**config.mk**
```make
export PLATFORM = sky130hd
export DESIGN_NAME = tpi_divider
export DESIGN_NICKNAME = d
export VERILOG_FILES = /design/src/hw/rtl/tpi_pkg.sv /design/src/hw/rtl/tpi_divider.sv
export SDC_FILE = /design/constraint.sdc
export NUM_CORES = 2
export LEC_CHECK = 0
export BUFFER_PORTS_ARGS = -buffer_cell sky130_fd_sc_hd__buf_2
export CORE_MARGIN = 1
export CORE_UTILIZATION = 58
export DETAILED_ROUTE_END_ITERATION = 10
export PLACE_DENSITY = 0.79
export SLEW_MARGIN = 5
export SYNTH_ARGS = -nofsm -noshare
export SYNTH_HDL_FRONTEND = slang
export SYNTH_SLANG_ARGS = --single-unit
```
**constraint.sdc**
```tcl
create_clock -name clk -period 3.8 [get_ports clk]
set_input_delay 0.38 -clock clk [delete_from_list [all_inputs] [get_ports clk]]
set_output_delay 0.38 -clock clk [all_outputs]
set_load 0.03 [all_outputs]
```
**src/hw/rtl/tpi_pkg.sv**
```systemverilog
// shared types, constants and register indexes for the tile picking block
`default_nettype none

package tpi_pkg;

    localparam int COORD_BITS    = 24;
    localparam int MAX_COUNT_DEF = 1024;
    localparam int SIZE_W        = 16;
    localparam int CNT_W         = 11;
    localparam int COL_W         = 10;
    localparam int IDX_W         = 20;
    localparam int CFG_IDX_W     = 3;
    localparam int PROD_W        = 2 * SIZE_W;

    // register indexes of the configuration port
    localparam logic [CFG_IDX_W-1:0] REG_SHAPE_MODE  = 3'd0;
    localparam logic [CFG_IDX_W-1:0] REG_ORIGIN_X    = 3'd1;
    localparam logic [CFG_IDX_W-1:0] REG_ORIGIN_Y    = 3'd2;
    localparam logic [CFG_IDX_W-1:0] REG_TILE_WIDTH  = 3'd3;
    localparam logic [CFG_IDX_W-1:0] REG_TILE_HEIGHT = 3'd4;
    localparam logic [CFG_IDX_W-1:0] REG_COUNT_X     = 3'd5;
    localparam logic [CFG_IDX_W-1:0] REG_COUNT_Y     = 3'd6;

    localparam logic MODE_RECT = 1'b0;
    localparam logic MODE_ISO  = 1'b1;

    typedef struct packed {
        logic signed [COORD_BITS-1:0] pos_x;
        logic signed [COORD_BITS-1:0] pos_y;
    } in_item_t;

    typedef struct packed {
        logic             hit;
        logic [COL_W-1:0] tile_col;
        logic [COL_W-1:0] tile_row;
        logic [IDX_W-1:0] tile_index;
    } out_item_t;

    // live map settings, counts already clamped
    typedef struct packed {
        logic              shape_mode;
        logic [SIZE_W-1:0] tile_width;
        logic [SIZE_W-1:0] tile_height;
        logic [CNT_W-1:0]  count_x;
        logic [CNT_W-1:0]  count_y;
    } map_cfg_t;

endpackage

`default_nettype wire

```
**src/hw/rtl/tpi_divider.sv**
```systemverilog
// pipelined restoring divider, one quotient bit per register stage
`default_nettype none

module tpi_divider #(
    parameter int NUM_W = 24
) (
    input  wire logic                      clk,
    input  wire logic                      en,
    input  wire logic [NUM_W-1:0]          num,
    input  wire logic [tpi_pkg::SIZE_W-1:0] den,
    output logic      [NUM_W-1:0]          quot,
    output logic      [tpi_pkg::SIZE_W-1:0] rem
);
    import tpi_pkg::*;

    logic [NUM_W-1:0]  num_reg  [NUM_W];
    logic [NUM_W-1:0]  quot_reg [NUM_W];
    logic [SIZE_W-1:0] rem_reg  [NUM_W];

    logic [NUM_W-1:0]  num_next  [NUM_W];
    logic [NUM_W-1:0]  quot_next [NUM_W];
    logic [SIZE_W-1:0] rem_next  [NUM_W];

    genvar k;
    generate
        for (k = 0; k < NUM_W; k++)
        begin : g_stage
            logic [NUM_W-1:0]  num_in;
            logic [NUM_W-1:0]  quot_in;
            logic [SIZE_W-1:0] rem_in;
            logic [SIZE_W:0]   trial;
            logic [SIZE_W:0]   diff;
            logic              ge;

            if (k == 0)
            begin : g_first
                assign num_in  = num;
                assign quot_in = '0;
                assign rem_in  = '0;
            end
            else
            begin : g_rest
                assign num_in  = num_reg[k-1];
                assign quot_in = quot_reg[k-1];
                assign rem_in  = rem_reg[k-1];
            end

            always_comb
            begin
                trial        = {rem_in, num_in[NUM_W-1]};
                diff         = trial - {1'b0, den};
                ge           = (trial >= {1'b0, den});
                rem_next[k]  = ge ? diff[SIZE_W-1:0] : trial[SIZE_W-1:0];
                num_next[k]  = num_in << 1;
                quot_next[k] = {quot_in[NUM_W-2:0], ge};
            end

            always_ff @(posedge clk)
            begin
                if (en)
                begin
                    num_reg[k]  <= num_next[k];
                    quot_reg[k] <= quot_next[k];
                    rem_reg[k]  <= rem_next[k];
                end
            end
        end
    endgenerate

    assign quot = quot_reg[NUM_W-1];
    assign rem  = rem_reg[NUM_W-1];

endmodule

`default_nettype wire

```
# Word level (Yosys, flattened, before mapping)
# Memories as Yosys holds them, arrays and structs flattened.
# Index checks and enable logic that the tools add are counted.
# classes
mux	26
n_lt_le_gt_ge	24
addsub	24
# op_table
op	n
$ge 17x16->1	23
$mux 16	24
$sub 16x16->16	23
$ge 1x16->1	1
$sub 1x16->16	1
$mux 1	2
# totals
out_inout_bits	40
memories	3
ff_bits	0
elab_cells	77
in_bits	42
ramBits	1512
# mem_list
memory	words	word_bits	rd	rd_clocked_by_memory_dff	wr	line_no	rtl
quot_reg	24	24	24	0	24	tpi_divider.sv:17	logic [NUM_W-1:0] quot_reg [NUM_W];
num_reg	24	23	23	0	24	tpi_divider.sv:16	logic [NUM_W-1:0] num_reg [NUM_W];
rem_reg	24	16	24	0	24	tpi_divider.sv:18	logic [SIZE_W-1:0] rem_reg [NUM_W];

# Longest topological paths before layout
# An unclocked memory read counts as a cell.
# depth
word_depth	3
mapped_depth	13
ltp_nobuf	11

# Least setup slack after synthesis
# No wires, ideal clock.
# synth_path
kind	in2reg
from	input port den[1] in the netlist's numbering
to	memory rem_reg[15][8] (netlist: rem_reg[1][120]) (data pin)
required_ps	3540
slack_ps	-118
n_path_buf	3
cell_stages	13
arrival_time_ps	3657
path_cell_list	clkbuf_1 > inv_1 > ha_1 > nor2b_4 > o31a_1 > o31a_1 > o41a_1 > o21ai_1 > a21oi_1 > or4_1 > buf_6 > buf_12 > mux2_4
# synth_lines
element	line_no	rtl
start: declaration	tpi_divider.sv:10	input wire logic [tpi_pkg::SIZE_W-1:0] den,
end: declaration	tpi_divider.sv:18	

==> reports/qor.yml <==
final_layout:
  layout.cells.non_filler: 5425
  multi_input_area_sq_um: 20500
  layout_common_cells: "edfxtp_1, ha_1, nor2_1"
  largest_reg_flops: 384
  seq_area_sq_um: 28800
  fill_cells: 6184
  diodes: 0
  final_common_cell: "edfxtp_1"
  final_nets: 4632
  area_growth_pct: 13.6
  drive_above_1_share: 0.157
grt:
  gr-total-overflow: 0
  antenna_found_initial: 0
  grt_pass1_wl_um: 165000
  grt_pass1_vias: 31200
  track_usage: 0.242
  grt_max_degree: 109
critical_path:
  crit_type: "reg -> reg"
  startpoint_type: "register"
  cp-endpoint: "rem_reg[1][120]"
  crit_arrival_ps: 3710
  slowest_delay_ps: 510
  cp.required_ps: 4220
  cp_num_buf_inv: 1
  startpoint: "rem_reg[1][97]"
  r2r-start: "rem_reg[1][97]"
  cp.depth: 10
  critPathTopFamily: "compound AO/OA/AOI/OAI gates"
  reg2reg_depth: 10
  r2r-end: "rem_reg[1][120]"
  cp-end-kind: "register"
  path_cells: "ha_1, o21a_1, o31a_1, o31a_1, o41a_1, o21ai_1, a21oi_1, or4_1, buf_4, mux2_4"
  cp_max_fo: 10
  cpMaxStageDelayCell: "or4_1"
  worst_path_most_repeated_cell: "o31a_1"
  r2r_setup_slack_ps: 510
synthesis:
  synth_top_area_frac: 0.576
  synth_edf_count: 960
  ys_seq_area_frac: 0.576
  syn_area_per_cell_sq_um: 12.9
  synth_area_sq_um: 50000
  synthTopCellsByArea: "edfxtp_1, ha_1, mux2_2"
  ys_warn_count: 0
  synth_cells: 3880
  synth_cell_types: 78
  ys_ff_latch: 960
  synth_area_leader_cell: "edfxtp_1"
  synth_top_flop_cell: "edfxtp_1"
  ys_async_sr_fraction: 0
  synth_nets: 4315
routing:
  drt_first_pass_iters: 6
  wl_per_cell_um: 19.4
  via_per_inst: 5.93
  top_layer: "met4"
  drcViolationCount: 0
  wl_met3_um: 5580
  drtIter0Drc: 2470
  met2_length_um: 50500
  ant_nets: 0
  num_vias: 32200
  drt-met1-wl_um: 45400
  wl_um: 105000
sta:
  period_needed_ps: 3290
  rsz0062_at_grt: "no"
  tightestPinTransition_ps: 857
  post-route-period-util: 0.865
  slew_viol_final: 0
  relSlewSlack: 0.428
  fmax_ghz: 0.304
  final_hold_viol_count: 0
  skew_ps: 25.8
  fin_tns_setup_ps: 0
  setup_viol: 0
clock_network:
  cts_resized: 0
  cts_root_buf: "clkbuf_16"
  cts_tree: "done"
  clk_latency_ps: 680
  numCtsBuffers: 100
  path_clk_slew_ps: 60
  cts_sinks: 960
  cts-htree-levels: 3
  holdBufCountCts: 23
  cts_setup_buffers: 0
  clockBufferDepth: 3
die:
  core-area_sq_um: 85300
  die_area_sq_um: 87400
  row_count: 107
  initial_core_util: 0.587
  dieHeight_um: 296
  pin_count: 82
  die_w_um: 296
run:
  maxCapViolations: 0
power_and_ir_drop:
  ir_drop_uv: 480
  p_leak_nw: 21.8
  p_per_area_nw_per_um2: 846
worst_hold_path:
  worstHoldStart: "num[23]"
  min_path_type: "in -> reg"
placement:
  io_buffers: 81
  hpwl_um: 72400
  gp_congestion: 0.908
  place_inst: 5216
outcome:
  status: "completed"
==> kinds of logic after synthesis <==
group | synth area share
and+or+nand+nor | 0.0856
xor gates and xnor gates | 0.0424
muxes | 0.0565
DFF | 0.576
adders and majority gates | 0.102
AOI/OAI and AO/OA | 0.121
buffers and inverters | 0.0165
==> final cells by class <==
type	count	share of cell area
sequential	960	0.507
clock buffer	118	0.0467
tap	1144	0.0252
multi-input combinational	2714	0.360
timing repair buffer	269	0.0397
inverter	152	0.0101
clock inverter	68	0.0114
==> cells in the mapped netlist, types with 10 or more instances <==
master / instances
inv_1: 152
a31o_2: 18
nor4_1: 25
o211ai_1: 20
a2111oi_0: 10
nand2b_1: 32
and3_1: 18
clkbuf_1: 36
mux2_2: 208
mux2i_1: 38
o21a_1: 81
a21boi_0: 24
or2_2: 20
or3_1: 32
o31a_1: 33
nor3_1: 85
nor2b_1: 61
nor2_1: 310
edfxtp_1: 960
nand4_1: 45
a211oi_1: 33
a31oi_1: 33
ha_1: 370
and2_1: 10
nand2_1: 150
o21ai_0: 158
nand3_1: 72
fa_1: 23
xor2_1: 83
xnor2_1: 159
a21o_1: 74
o21bai_1: 23
buf_2: 10
o31ai_1: 37
o2111ai_1: 10
a21oi_1: 307
==> worst min-delay path, stage by stage <==
cell     delay (ps)
buf_2           120
nor2_1           60
a21oi_1         120
==> through the flow <==
step	utilization	hold slack, ps	power [W]	worst slack, ps	cell area (sq um)
2_1_floorplan	-	400	0.0325	26.9	50100
3_3_place_gp	0.625	400	0.0375	114	53300
3_5_place_dp	0.625	405	0.0380	6.54	53300
4_1_cts	0.667	108	0.0481	530	56900
5_1_grt	0.667	99.8	0.0510	306	56900
6_report	0.667	122	0.0481	514	56900
==> power breakdown <==
| group | total (W) | leakage (nW) | switching, W | internal (W) |
|---|---|---|---|---|
| clock network | 0.00977 | 1.59 | 0.00409 | 0.00568 |
| registers | 0.0172 | 9.35 | 0.00157 | 0.0156 |
| logic | 0.0212 | 10.8 | 0.0110 | 0.0102 |
==> worst min-delay path by stage <==
stage,endpoint,slack (ps),cells past startpoint
floorplan,num_reg[10][10],400,0
global placement,num_reg[6][14],400,0
detailed placement,num_reg[10][10],400,0
CTS,rem_reg[0][0],110,3
global route,rem_reg[0][0],100,3
finish,rem_reg[0][0],120,3
==> per-layer routing <==
layer / vias up / GRT usage
met5: - / 0
met4: 0 / 0.0935
met3: 250 / 0.0381
met2: 875 / 0.400
met1: 15400 / 0.320
li1: 15600 / -
No activity file was read; power rests on OpenSTA's default activity.
