## src/hw/rtl/tpi_pkg.sv

```systemverilog
// shared types, constants and register indexes for the tile picking block
`default_nettype none

package tpi_pkg;

    localparam int COORD_BITS    = 24;
    localparam int MAX_COUNT_DEF = 1024;
    localparam int SIZE_W        = 16;
    localparam int CNT_W         = 11;
    localparam int COL_W         = 10;
    localparam int IDX_W         = 20;
    localparam int CFG_IDX_W     = 3;
    localparam int PROD_W        = 2 * SIZE_W;

    // register indexes of the configuration port
    localparam logic [CFG_IDX_W-1:0] REG_SHAPE_MODE  = 3'd0;
    localparam logic [CFG_IDX_W-1:0] REG_ORIGIN_X    = 3'd1;
    localparam logic [CFG_IDX_W-1:0] REG_ORIGIN_Y    = 3'd2;
    localparam logic [CFG_IDX_W-1:0] REG_TILE_WIDTH  = 3'd3;
    localparam logic [CFG_IDX_W-1:0] REG_TILE_HEIGHT = 3'd4;
    localparam logic [CFG_IDX_W-1:0] REG_COUNT_X     = 3'd5;
    localparam logic [CFG_IDX_W-1:0] REG_COUNT_Y     = 3'd6;

    localparam logic MODE_RECT = 1'b0;
    localparam logic MODE_ISO  = 1'b1;

    typedef struct packed {
        logic signed [COORD_BITS-1:0] pos_x;
        logic signed [COORD_BITS-1:0] pos_y;
    } in_item_t;

    typedef struct packed {
        logic             hit;
        logic [COL_W-1:0] tile_col;
        logic [COL_W-1:0] tile_row;
        logic [IDX_W-1:0] tile_index;
    } out_item_t;

    // live map settings, counts already clamped
    typedef struct packed {
        logic              shape_mode;
        logic [SIZE_W-1:0] tile_width;
        logic [SIZE_W-1:0] tile_height;
        logic [CNT_W-1:0]  count_x;
        logic [CNT_W-1:0]  count_y;
    } map_cfg_t;

endpackage

`default_nettype wire

```

## src/hw/rtl/tpi_tile_select.sv

```systemverilog
// triangle tests, bounds checks and index build after the division
`default_nettype none

module tpi_tile_select (
    input  wire logic                          clk,
    input  wire logic                          rst_n,
    input  wire logic                          en,
    input  wire tpi_pkg::map_cfg_t             cfg,
    input  wire logic                          in_valid,
    input  wire logic                          pre_miss,
    input  wire logic [tpi_pkg::COORD_BITS-1:0] ix,
    input  wire logic [tpi_pkg::COORD_BITS-1:0] iy,
    input  wire logic [tpi_pkg::SIZE_W-1:0]    rx,
    input  wire logic [tpi_pkg::SIZE_W-1:0]    ry,
    output logic                               out_valid,
    output tpi_pkg::out_item_t                 out_item
);
    import tpi_pkg::*;

    localparam int CMP_W = COORD_BITS + 2;
    localparam int SUM_W = PROD_W + 3;

    typedef struct packed {
        logic low;
        logic high;
        logic ix0;
        logic iy0;
        logic iy_gt_half;
        logic iy_ge_half;
        logic odd_over;
        logic ix_lt_cx;
        logic ix_le_cx;
        logic iy_lt_cy;
        logic rx2_ge;
    } flags_t;

    // multiply stage
    logic              vm_reg;
    logic              miss_m_reg;
    logic [PROD_W-1:0] ryw_reg;
    logic [PROD_W-1:0] rxh_reg;
    logic [PROD_W-1:0] tt_reg;
    flags_t            flags_reg;
    flags_t            flags_next;
    logic [CNT_W-1:0]  ix_m_reg;
    logic [CNT_W-1:0]  iy_m_reg;

    logic [CMP_W-1:0] ix_w;
    logic [CMP_W-1:0] iy_w;
    logic [CMP_W-1:0] cx_w;
    logic [CMP_W-1:0] cy_w;
    logic [CMP_W-1:0] half_w;

    always_comb
    begin
        ix_w   = CMP_W'(ix);
        iy_w   = CMP_W'(iy);
        cx_w   = CMP_W'(cfg.count_x);
        cy_w   = CMP_W'(cfg.count_y);
        half_w = CMP_W'(cfg.count_y >> 1);

        flags_next.low        = ({ry, 1'b0} < {1'b0, cfg.tile_height});
        flags_next.high       = ({ry, 1'b0} > {1'b0, cfg.tile_height});
        flags_next.ix0        = (ix == '0);
        flags_next.iy0        = (iy == '0);
        flags_next.iy_gt_half = (iy_w > half_w);
        flags_next.iy_ge_half = (iy_w >= half_w);
        flags_next.odd_over   = ({iy_w[CMP_W-2:0], 1'b1} >= cy_w);
        flags_next.ix_lt_cx   = (ix_w < cx_w);
        flags_next.ix_le_cx   = (ix_w <= cx_w);
        flags_next.iy_lt_cy   = (iy_w < cy_w);
        flags_next.rx2_ge     = ({rx, 1'b0} >= {1'b0, cfg.tile_width});
    end

    always_ff @(posedge clk or negedge rst_n)
    begin
        if (!rst_n)
        begin
            vm_reg <= 1'b0;
        end
        else if (en)
        begin
            vm_reg <= in_valid;
        end
    end

    always_ff @(posedge clk)
    begin
        if (en)
        begin
            miss_m_reg <= pre_miss;
            ryw_reg    <= ry * cfg.tile_width;
            rxh_reg    <= rx * cfg.tile_height;
            tt_reg     <= cfg.tile_width * cfg.tile_height;
            flags_reg  <= flags_next;
            ix_m_reg   <= ix[CNT_W-1:0];
            iy_m_reg   <= iy[CNT_W-1:0];
        end
    end

    // decision stage
    logic             vd_reg;
    logic             hit_d_reg;
    logic [CNT_W-1:0] row_d_reg;
    logic [CNT_W-1:0] col_d_reg;
    logic             hit_d_next;
    logic [CNT_W-1:0] row_d_next;
    logic [CNT_W-1:0] col_d_next;

    logic [SUM_W-1:0] a_s;
    logic [SUM_W-1:0] b_s;
    logic [SUM_W-1:0] t_s;
    logic             t_ll;
    logic             t_lr;
    logic             t_ul;
    logic             t_ur;
    logic             iso_ok;
    logic             odd;
    logic [CNT_W:0]   iy2;
    logic [CNT_W-1:0] iso_row;

    always_comb
    begin
        a_s  = {2'b00, ryw_reg, 1'b0};
        b_s  = {2'b00, rxh_reg, 1'b0};
        t_s  = SUM_W'(tt_reg);
        t_ll = flags_reg.low && ((a_s + b_s) < t_s);
        t_lr = flags_reg.low && !t_ll && ((a_s + t_s) < b_s);
        t_ul = flags_reg.high && (a_s > (b_s + t_s));
        t_ur = flags_reg.high && !t_ul && ((a_s + b_s) > (t_s + {t_s[SUM_W-2:0], 1'b0}));
        iy2  = {1'b0, iy_m_reg} << 1;

        iso_ok  = 1'b0;
        iso_row = '0;
        odd     = 1'b0;
        priority if (t_ll)
        begin
            iso_ok  = !flags_reg.iy0 && !flags_reg.ix0 && !flags_reg.iy_gt_half;
            iso_row = CNT_W'(iy2 - 1'b1);
            odd     = 1'b1;
        end
        else if (t_lr)
        begin
            iso_ok  = !flags_reg.iy0 && !flags_reg.iy_gt_half;
            iso_row = CNT_W'(iy2 - 1'b1);
            odd     = 1'b1;
        end
        else if (t_ul)
        begin
            iso_ok  = !flags_reg.ix0 && !flags_reg.odd_over && !flags_reg.iy_ge_half;
            iso_row = CNT_W'(iy2 + 1'b1);
            odd     = 1'b1;
        end
        else if (t_ur)
        begin
            iso_ok  = flags_reg.ix_lt_cx && !flags_reg.odd_over && !flags_reg.iy_ge_half;
            iso_row = CNT_W'(iy2 + 1'b1);
            odd     = 1'b1;
        end
        else
        begin
            iso_ok  = !flags_reg.iy_ge_half;
            iso_row = CNT_W'(iy2);
            odd     = 1'b0;
        end

        if (cfg.shape_mode == MODE_RECT)
        begin
            hit_d_next = !miss_m_reg && flags_reg.ix_lt_cx && flags_reg.iy_lt_cy;
            row_d_next = iy_m_reg;
            col_d_next = ix_m_reg;
        end
        else if (!odd)
        begin
            hit_d_next = !miss_m_reg && iso_ok && flags_reg.ix_lt_cx;
            row_d_next = iso_row;
            col_d_next = ix_m_reg;
        end
        else if (flags_reg.rx2_ge)
        begin
            hit_d_next = !miss_m_reg && iso_ok && flags_reg.ix_lt_cx;
            row_d_next = iso_row;
            col_d_next = ix_m_reg;
        end
        else
        begin
            // left of the half-tile shift: column one to the left
            hit_d_next = !miss_m_reg && iso_ok && !flags_reg.ix0 && flags_reg.ix_le_cx;
            row_d_next = iso_row;
            col_d_next = ix_m_reg - 1'b1;
        end
    end

    always_ff @(posedge clk or negedge rst_n)
    begin
        if (!rst_n)
        begin
            vd_reg <= 1'b0;
        end
        else if (en)
        begin
            vd_reg <= vm_reg;
        end
    end

    always_ff @(posedge clk)
    begin
        if (en)
        begin
            hit_d_reg <= hit_d_next;
            row_d_reg <= row_d_next;
            col_d_reg <= col_d_next;
        end
    end

    // index stage, also the output register
    logic               vi_reg;
    out_item_t          item_reg;
    out_item_t          item_next;
    logic [2*CNT_W:0]   idx_full;

    always_comb
    begin
        idx_full = (2*CNT_W+1)'(row_d_reg) * (2*CNT_W+1)'(cfg.count_x)
                 + (2*CNT_W+1)'(col_d_reg);
        item_next = '0;
        if (hit_d_reg)
        begin
            item_next.hit        = 1'b1;
            item_next.tile_col   = col_d_reg[COL_W-1:0];
            item_next.tile_row   = row_d_reg[COL_W-1:0];
            item_next.tile_index = idx_full[IDX_W-1:0];
        end
    end

    always_ff @(posedge clk or negedge rst_n)
    begin
        if (!rst_n)
        begin
            vi_reg <= 1'b0;
        end
        else if (en)
        begin
            vi_reg <= vd_reg;
        end
    end

    always_ff @(posedge clk)
    begin
        if (en)
        begin
            item_reg <= item_next;
        end
    end

    assign out_valid = vi_reg;
    assign out_item  = item_reg;

endmodule

`default_nettype wire

```

## config.mk

```make
export PLATFORM = sky130hd
export DESIGN_NAME = tpi_tile_select
export DESIGN_NICKNAME = d
export VERILOG_FILES = /design/src/hw/rtl/tpi_pkg.sv /design/src/hw/rtl/tpi_tile_select.sv
export SDC_FILE = /design/constraint.sdc
export NUM_CORES = 2
export LEC_CHECK = 0
export BUFFER_PORTS_ARGS = -buffer_cell sky130_fd_sc_hd__buf_2
export CAP_MARGIN = 5
export CORE_ASPECT_RATIO = 1.2
export CORE_MARGIN = 2
export CORE_UTILIZATION = 50
export DETAILED_ROUTE_END_ITERATION = 6
export PLACE_DENSITY = 0.67
export SLEW_MARGIN = 20
export SYNTH_ARGS = -nofsm -noshare
export SYNTH_HDL_FRONTEND = slang
export SYNTH_SLANG_ARGS = --single-unit
```

## constraint.sdc

```tcl
create_clock -name clk -period 12.5 [get_ports clk]
set_clock_uncertainty 0.1 [all_clocks]
set_input_delay 1.25 -clock clk [delete_from_list [all_inputs] [get_ports clk]]
set_output_delay 1.25 -clock clk [all_outputs]
set_load 0.05 [all_outputs]
```

Yosys cells after proc, flatten, opt, wreduce, memory -nomap -nowiden
Cells that the tools add are included.
{ "word_totals": {"regBits": 197, "output_inout_bits": 42} }
{ "classes": {"n_addsub": 8, "multipliers": 4, "order_cmp": 13, "n_mux": 20, "n_reduce_logical": 29} }
{ "op_table": {"columns": ["op", "count"], "rows": [
  ["$mul A16 B16 Y32", 3],
  ["$mux W11", 8],
  ["$add A33 B32 Y34", 2],
  ["$logic_not A24 Y1", 2],
  ["$lt A24 B11 Y1", 2],
  ["$mux W41", 1],
  ["$lt A35 B32 Y1", 1],
  ["$add A32 B33 Y34", 1],
  ["$add A33 B33 Y34", 1],
  ["$gt A33 B34 Y1", 1],
  ["$gt A34 B34 Y1", 1],
  ["$lt A34 B33 Y1", 1],
  ["$ge A25 B11 Y1", 1],
  ["$ge A24 B10 Y1", 1],
  ["$gt A24 B10 Y1", 1],
  ["$le A24 B11 Y1", 1],
  ["$sub A11 B1 Y11 const B", 2],
  ["$add A20 B11 Y20", 1],
  ["$mul A11 B11 Y20", 1],
  ["$logic_and A1 B1 Y1", 19],
  ["$ge A17 B16 Y1", 1],
  ["$gt A17 B16 Y1", 1],
  ["$lt A17 B16 Y1", 1],
  ["$add A11 B1 Y11 const B", 1],
  ["2 further kinds", 19]
]} }

Longest topological paths before layout
{ "depth": {"ltp_word": 16, "mapped_depth": 27} }

Worst setup path before layout
OpenSTA, ideal clock, no wires.
{ "synth_path": {"kind": "input port to flip-flop", "startpoint": "input cfg[45] (netlist bit)", "endpoint": "register tt_reg[31], data pin", "setup_ns": 0.259, "arrival_time_ns": 7.158, "t_required_ns": 12.141, "slack_ns": 4.984, "path_stages": 23, "path_buffers": 2, "path_cell_list": "clkbuf_1 -> clkbuf_1 -> nand2_1 -> fa_1 -> inv_1 -> fa_1 -> inv_1 -> fa_1 -> inv_1 -> fa_1 -> inv_1 -> fa_1 -> inv_1 -> fa_1 -> ha_1 -> and3_1 -> nand4_1 -> o31ai_1 -> a41oi_1 -> a2111oi_0 -> nor2_1 -> o21ai_1 -> xnor2_1"} }
{ "synth_via": {"elab_chain_cells": 1} }
{ "synth_rtl": {"columns": ["item", "line", "rtl"], "rows": [
  ["start, declared", "tpi_tile_select.sv:8", "input wire tpi_pkg::map_cfg_t cfg,"],
  ["$mul A16 B16 Y32", "tpi_tile_select.sv:94", "tt_reg <= cfg.tile_width * cfg.tile_height;"],
  ["end signal, assigned", "tpi_tile_select.sv:94", null],
  ["end, declared", "tpi_tile_select.sv:42", "logic [PROD_W-1:0] tt_reg;"]
]} }
No other way between the ends.
A chain may end at the register's enable or synchronous reset.

Worst setup path after layout
{ "layout_path": {"startpoint": "input cfg[24] (netlist bit)", "endpoint": "register tt_reg[31], data pin"} }
Same word-level chain as after synthesis.

==> results.toml <==
[setup_path]
worst_ep_arrival_time_ns = 7.79
worstSetupStartpointType = "primary input"
required_ns = 12.64
worst-r2r-setup-slack_ns = 4.91
crit_end = "tt_reg[31]"
crit_path_max_fanout = 26
end_kind = "flop"
timing.rr.start = "tt_reg[1]"
worst-r2r-cell-count = 24
critical_path.startpoint = "cfg[24]"
crit_type = "primary input to flop"
reg2reg_to = "col_d_reg[10]"

[synth]
yosysWarnings = 0
synthFlopType = "edfxtp_1"
synth-simple-area-share = 0.157
yosys-mux-area-fraction = 0.00228
ys_ff_latch = 197
synthesis.area_um2 = 46200
yosysSeqAreaShare = 0.128
synthTopCellsByArea = "fa_1 (29%), ha_1 (18%), edfxtp_1 (13%)"
synth_xor_area_frac = 0.0415
synth_compound_area_frac = 0.103
ys_types = 88
synthAdderAreaFrac = 0.477
syn_inst = 5118
synth_top_area_cell = "fa_1"
synth_top_area_share = 0.293
syn_area_per_cell_um2 = 9.02
synth_top_family_by_area = "adder cells"
synth.most_common_cell = "inv_1"
async_flop_share = 0.0152
synth_fp_nets = 6613
ys_top_cells_by_count = "inv_1 (958), ha_1 (679), fa_1 (676), nand2_1 (646), and2_1 (307)"
synth_edf_count = 194

[sta]
tightest_slew_ns = 1.02
slew_violations = 0
setup-tns-final_ns = 0
finalSetupViolCount = 0
clock.fmax_mhz = 131
finalCritPeriodShare = 0.612
hold_viol_final = 0
relSlewSlack = 0.319
rsz0062_at_grt = "false"
post-route-min-period_ns = 7.65

[layout]
drive_above_1_share = 0.0505
multiInputGateArea_um2 = 36100
largest_register_ffs = 41
regArea_um2 = 5900
fillCellCount = 8565
fin_area_um2 = 48700
area_delta_synth_final_pct = 5.47
nets = 6665

[clock_tree]
clkTransAtPathRegs_ns = 0.09
cts_tree = "yes"
clock_path_buffers = 2
post-cts-setup-buffers = 0
cts_sinks = 197
numCtsBuffers = 17
clk_latency_ns = 0.48
cts_hold_buffers = 0
ctsResizeCount = 0
root_buffer = "clkbuf_16"
h-tree-depth = 4

[place]
gp_congestion = 0.920
dpl-instance-area_um2 = 48100
hpwl_um = 98000
port_buffers = 181

[die]
die_x_um = 281
die_h_um = 337
dieArea_um2 = 94800
fp-row-count = 122
initial_utilization = 0.502
ios = 182
core-area_um2 = 91900

[min_path]
hp-class = "flop to flop"
hold_path_startpoint = "out_valid"
hold_depth = 1

[routing]
drtIter0Drc = 1879
wl_per_cell_um = 18.8
vias = 35500
wirelength_um = 121000
antenna_left = 0
via_per_inst = 5.52
drc = 0
dr.pass1.iters = 6

[global_routing]
grt_pass1_wl_um = 195000
grt_usage = 0.263
antenna_found_initial = 5
grt_overflow = 0
grt_pass1_vias = 37100
grt_max_degree = 79

[status]
status = "complete, no violations"

[run]
drv_cap = 0
-- how the worst min path moves through the flow --
stage | slack (ns) | endpoint
after floorplan | 0.36 | out_item[40]
after global placement | 0.39 | out_valid
after detailed placement | 0.39 | out_valid
after CTS | 0.41 | out_valid
after global routing | 0.43 | out_valid
final | 0.40 | out_valid
-- area by class of cell --
class | count | share of cell area
multi-input combinational | 3801 | 0.740
sequential | 197 | 0.121
inverter | 963 | 0.0742
tap | 1240 | 0.0319
timing repair buffer | 190 | 0.0202
clock buffer | 17 | 0.00874
clock inverter | 15 | 0.00329
antenna | 1 | 0.0000514
-- through the flow --
stage,setup WS (ns),util,hold WS (ns),instances
finish,4.85,0.530,0.404,6424
global route,4.34,0.530,0.434,6424
CTS,4.88,0.530,0.410,6423
detailed placement,4.36,0.523,0.392,6391
global placement,4.41,0.523,0.386,6391
floorplan,4.98,-,0.363,5118
-- cells in the final DEF (no fill, tap or decap), drive strengths merged, types with 7 or more instances in the layout --
cell type / instances
nand3b: 7
a211oi: 28
nor4: 17
inv: 967
xor2: 62
and3: 22
o21bai: 24
nor2b: 38
a211o: 8
and2: 309
buf: 189
a31oi: 30
nor3: 48
nor2: 208
edfxtp: 194
a21oi: 190
nor3b: 7
nand4: 42
and4: 13
or2: 10
ha: 679
a21o: 123
nand2b: 38
a21boi: 11
a2111oi: 11
or3: 20
o31ai: 12
fa: 676
a41oi: 8
o211ai: 16
clkinv: 10
nand3: 57
nand2: 646
o21a: 54
a221oi: 7
xnor2: 157
clkbuf: 18
o21ai: 131
-- layer usage --
layer,global-route usage,routed length [µm],vias up
li1,-,-,16600
met1,0.325,49900,17600
met2,0.473,60200,997
met3,0.0274,6240,223
met4,0.0954,4330,6
met5,0,40,-
-- cell families (layout without fill, tap and decap cells) --
family                     after synthesis  after routing
xor gates and xnor gates               219            219
AOI/OAI and AO/OA                      718            718
muxes                                   10             10
buffers and inverters                 1120           1185
and+or+nand+nor                       1499           1499
DFF                                    197            197
other                                    0              1
adders and majority gates             1355           1355
-- worst max-delay path: stages --
cell and delay (ns):
buf_2 0.50, clkinv_1 0.43, nor2_1 0.24, fa_1 0.46, fa_1 0.46, ha_1 0.23
fa_1 0.54, inv_1 0.06, fa_1 0.47, fa_1 0.54, inv_1 0.04, ha_1 0.32
o21a_1 0.16, o221ai_1 0.31, o31ai_1 0.66, a41oi_1 0.29, a2111oi_0 0.42, nor2_1 0.12
o21ai_1 0.17, xnor2_1 0.09
Power is left out: the tool's default activity adds up to more than one toggle a clock period on the data nets, which glitch-free logic cannot reach.
